## src/hw/rtl/segment_plane_intersection_macros.svh

```systemverilog
// Assertion macros shared by the block. They assume a clock named clk and a
// synchronous active-high reset named rst in the module that uses them.
`ifndef SEGMENT_PLANE_INTERSECTION_MACROS_SVH
`define SEGMENT_PLANE_INTERSECTION_MACROS_SVH

// The consequent must hold in the same cycle as the antecedent.
`define SPI_ASSERT_SAME(lbl, ante, cons) \
  lbl: assert property (@(posedge clk) disable iff (rst) (ante) |-> (cons)) \
    else $error("assertion failed");

// The consequent must hold in the cycle after the antecedent.
`define SPI_ASSERT_NEXT(lbl, ante, cons) \
  lbl: assert property (@(posedge clk) disable iff (rst) (ante) |=> (cons)) \
    else $error("assertion failed");

`endif

```

## src/hw/rtl/spi_div.sv

```systemverilog
// Pipelined restoring divider: one quotient bit per stage, numerator below
// or equal to the denominator on entry. Sideband data rides along.
module spi_div #(
  parameter int W  = 35,
  parameter int F  = 16,
  parameter int SW = 8
) (
  input  logic          clk,
  input  logic          rst,
  input  logic          en,
  input  logic          vin,
  input  logic [W-1:0]  num,
  input  logic [W-1:0]  den,
  input  logic [SW-1:0] side_in,
  output logic          vout,
  output logic [F-1:0]  quo,
  output logic [SW-1:0] side_out
);

  logic [W-1:0]  r_q  [1:F];
  logic [W-1:0]  dn_q [1:F];
  logic [F-1:0]  qs_q [1:F];
  logic [SW-1:0] sd_q [1:F];
  logic          v_q  [1:F];

  for (genvar k = 0; k < F; k++) begin : g_stage
    logic [W-1:0]  r_cur;
    logic [W-1:0]  dn_cur;
    logic [F-1:0]  qs_cur;
    logic [SW-1:0] sd_cur;
    logic          v_cur;
    logic [W:0]    t;
    logic          ge;

    if (k == 0) begin : g_first
      assign r_cur  = num;
      assign dn_cur = den;
      assign qs_cur = '0;
      assign sd_cur = side_in;
      assign v_cur  = vin;
    end else begin : g_rest
      assign r_cur  = r_q[k];
      assign dn_cur = dn_q[k];
      assign qs_cur = qs_q[k];
      assign sd_cur = sd_q[k];
      assign v_cur  = v_q[k];
    end

    assign t  = {r_cur, 1'b0};
    assign ge = (t >= {1'b0, dn_cur});

    always_ff @(posedge clk) begin
      if (rst) begin
        v_q[k+1] <= 1'b0;
      end else if (en) begin
        v_q[k+1] <= v_cur;
      end
    end

    always_ff @(posedge clk) begin
      if (en) begin
        r_q[k+1]  <= ge ? W'(t - {1'b0, dn_cur}) : W'(t);
        dn_q[k+1] <= dn_cur;
        qs_q[k+1] <= {qs_cur[F-2:0], ge};
        sd_q[k+1] <= sd_cur;
      end
    end
  end

  assign vout     = v_q[F];
  assign quo      = qs_q[F];
  assign side_out = sd_q[F];

endmodule

```

## config.mk

```make
export PLATFORM = sky130hd
export DESIGN_NAME = spi_div
export DESIGN_NICKNAME = d
export VERILOG_FILES = /design/src/hw/rtl/segment_plane_intersection_macros.svh /design/src/hw/rtl/spi_div.sv
export SDC_FILE = /design/constraint.sdc
export NUM_CORES = 2
export LEC_CHECK = 0
export BUFFER_PORTS_ARGS = -buffer_cell sky130_fd_sc_hd__clkbuf_2
export CAP_MARGIN = 20
export CORE_MARGIN = 1
export CORE_UTILIZATION = 25
export CTS_BUF_LIST = sky130_fd_sc_hd__clkbuf_8
export CTS_CLUSTER_SIZE = 24
export DETAILED_ROUTE_END_ITERATION = 7
export SYNTH_ARGS = -nofsm -noshare
export SYNTH_HDL_FRONTEND = slang
export SYNTH_SLANG_ARGS = --single-unit
```

## constraint.sdc

```tcl
create_clock -name clk -period 5.5 [get_ports clk]
set_clock_uncertainty 0.15 [all_clocks]
set_input_delay 0 -clock clk [delete_from_list [all_inputs] [get_ports clk]]
set_output_delay 0 -clock clk [all_outputs]
set_load 0.02 [all_outputs]
```

==> flow_summary.json <==
{
  "drc_errors": 0,
  "avgRoutedWirePerCell_um": 14.8,
  "area.growth.synth_to_final_pct": 15.1,
  "hold_viol": 0,
  "power.density_nw_per_um2": 538,
  "htreeDepth": 4,
  "clk_pin_slew_ns": 0.06,
  "tightest_slew_ns": 1.19,
  "synth_top_area_cell": "edfxtp_1",
  "holdWs_ns": 0.0624,
  "power_leakage_nw": 35.0,
  "syn_nets": 7434,
  "synth_xor_area_frac": 0.0537,
  "outcome": "finished, final reports clean",
  "drv_slew": 0,
  "slowest_stage": "o41ai_1",
  "ios": 107,
  "via_per_inst": 4.52,
  "crit_family": "buffers and inverters",
  "drive_gt1_frac": 0.0888,
  "drt.antenna.violating_nets": 0,
  "max-clock-path-buffers": 4,
  "finalPower_mw": 46.7,
  "fin_nets": 7859,
  "endpoint_kind": "flop",
  "dp_cells": 10714,
  "postSynth.asyncResetShare": 0,
  "clockRootBuffer": "clkbuf_8",
  "crit_path_max_incr_delay_ns": 0.79,
  "num_rows": 201,
  "synth_cell_types": 103,
  "overflow": 0,
  "pre_cts_slack_ns": 0.907,
  "track_usage": 0.107,
  "yosys-top-cells-count": "edfxtp_1 (1330), inv_1 (689), nand2_1 (582)",
  "synth.area.top_cells": "edfxtp_1 (53%), ha_1 (9.3%), a21oi_1 (3.7%)",
  "initial_utilization": 0.252,
  "setup_violations": 0,
  "grt_max_degree": 204,
  "cp.arrival_ns": 5.69,
  "finalSetupTns_ns": 0,
  "cts_sinks": 1330,
  "slew_headroom": 0.204,
  "synth.top_cell.area_share": 0.529,
  "synth_most_common_cell": "edfxtp_1",
  "yosys_warnings": 0,
  "netlist_instances": 6778,
  "cts_setup_buffers": 0,
  "wirelength_mm": 168,
  "crit_top_cell": "dlygate4sd3_1",
  "firstDrtPassIters": 5,
  "start_kind": "primary input",
  "max_freq_mhz": 192,
  "hpwl_mm": 125,
  "setup_slack_ns": 0.301,
  "insertion_delay_ns": 0.98,
  "crit_chain": "dlygate4sd3_1 > clkbuf_2 > dlygate4sd3_1 > inv_1 > ha_1 > ha_1 > nand3_1 > or4_1 > o41ai_1 > a21oi_1 > o21ai_0 > a41oi_4 > buf_4 > nand2_1 > dlygate4sd3_1 > o21ai_0 > dlygate4sd3_1",
  "final_cells": 11326,
  "cts_tree": "yes",
  "yosys.area_share.simple": 0.0926,
  "cap_violations": 0,
  "synthAdderAreaFrac": 0.0966,
  "yosysSeqAreaShare": 0.529,
  "ir_worst_vdd_mv": 0.224,
  "period_needed_ns": 5.20,
  "vias": 51243,
  "core-area_um2": 300000,
  "die_height_um": 552,
  "crit_type": "primary input to flop",
  "cts_buffers": 227,
  "crit_path_max_fanout": 40,
  "synth_edf_count": 1330,
  "grt_pass1_vias": 51660,
  "synth.area.mux_share": 0.0240,
  "ys_ff_latch": 1330,
  "worst-path-buf-inv": 7,
  "hold_path.class": "primary input to flop",
  "io_buffers": 106,
  "rsz0062_at_grt": "no",
  "grt_first_pass_wirelength_mm": 266,
  "worstPathRequired_ns": 5.99,
  "synth.avg_cell_area_um2": 11.1,
  "drt_iter0_markers": 3127,
  "die_w_um": 552,
  "die_area_um2": 304000,
  "synth-compound-area-share": 0.158,
  "gp_congestion": 0.880,
  "synth_top_family_by_area": "compound AO/OA/AOI/OAI gates",
  "synth_area_um2": 75500,
  "synthFlopType": "edfxtp_1",
  "finalCritPeriodShare": 0.945,
  "antenna_found_initial": 6
}
-- cell families after synthesis --
kind of cell | count (synthesis)
XOR/XNOR | 463
adder cells (fa/ha/maj) | 574
AO/OA/AOI/OAI | 1914
AND/OR/NAND/NOR | 1470
flip-flops | 1330
multiplexers | 152
buffers and inverters | 875
-- metrics by stage --
step	utilization	instance area (um2)
2_1_floorplan	-	75500
3_3_place_gp	0.269	80700
3_5_place_dp	0.269	80700
4_1_cts	0.289	86800
5_1_grt	0.290	86900
6_report	0.290	86900
-- flip-flops by register name, indices dropped and copies added (netlist names) --
signal,count
v_q,16
qs_q,136
sd_q,128
r_q,525
dn_q,525
-- worst reg2reg max path, cell delays in order, from the launching register on --
cell and delay [ns]:
edfxtp_1 0.44, fa_1 0.50, a211oi_1 0.27, o21ai_0 0.22
o311ai_1 0.61, a211oi_1 0.24, o21ai_0 0.32, a21oi_1 0.20
o21ai_4 0.67, buf_4 0.34, nor4_1 0.09, nor4_1 0.30
-- what timing repair did --
item,in CTS,in global routing
hold endpoints to repair,958,0
endpoints found under the setup margin,0,0
gates resized for setup,0,0
hold buffers,217,0
-- final timing paths --
| check | startpoint | endpoint | slack [ns] | cells after the start |
|---|---|---|---|---|
| max | den[1] | r_q[0][61] | 0.30 | 17 |
| min | en | dn_q[0][544] | 0.06 | 2 |
| max reg2reg | r_q[0][105] | r_q[0][173] | 0.92 | 11 |
| min reg2reg | sd_q[0][29] | sd_q[1][5] | 0.22 | 0 |
-- metal layers --
metal,global-route usage,wire (um),vias to the layer above
met1,0.124,72200,23818
met2,0.191,80900,1324
li1,-,-,25648
met3,0.0187,7140,453
met4,0.0506,7740,0
met5,0,0,-
-- where the power goes --
| part | switching, mW | internal (mW) | total [mW] |
|---|---|---|---|
| Sequential | 1.42 | 15.0 | 16.4 |
| Combinational | 12.7 | 9.56 | 22.2 |
| Clock | 3.93 | 4.11 | 8.04 |
-- final cells by class --
| type | count | area (um2) |
|---|---|---|
| fill | 30550 | 213000 |
| sequential | 1330 | 39900 |
| multi-input combinational | 4573 | 32200 |
| tap | 3958 | 4950 |
| timing repair buffer | 380 | 3220 |
| clock buffer | 228 | 3140 |
| inverter | 691 | 2590 |
| clock inverter | 163 | 852 |
| antenna | 3 | 7.51 |
-- cells in the final DEF (no fill, tap or decap), drive strengths merged, types with 41 or more instances in the layout --
master and instances:
a211oi 41, a21o 296, a21oi 563, a31oi 50
and2 59, and3 56, buf 58, clkbuf 333
clkinv 79, dlygate4sd3 217, edfxtp 1330, ha 559
inv 766, mux2 146, nand2 583, nand2b 69
nand3 99, nand4 93, nor2 270, nor2b 54
nor3 68, o21a 51, o21ai 553, o21bai 87
xnor2 266, xor2 197
No activity file was read; power rests on OpenSTA's default activity.
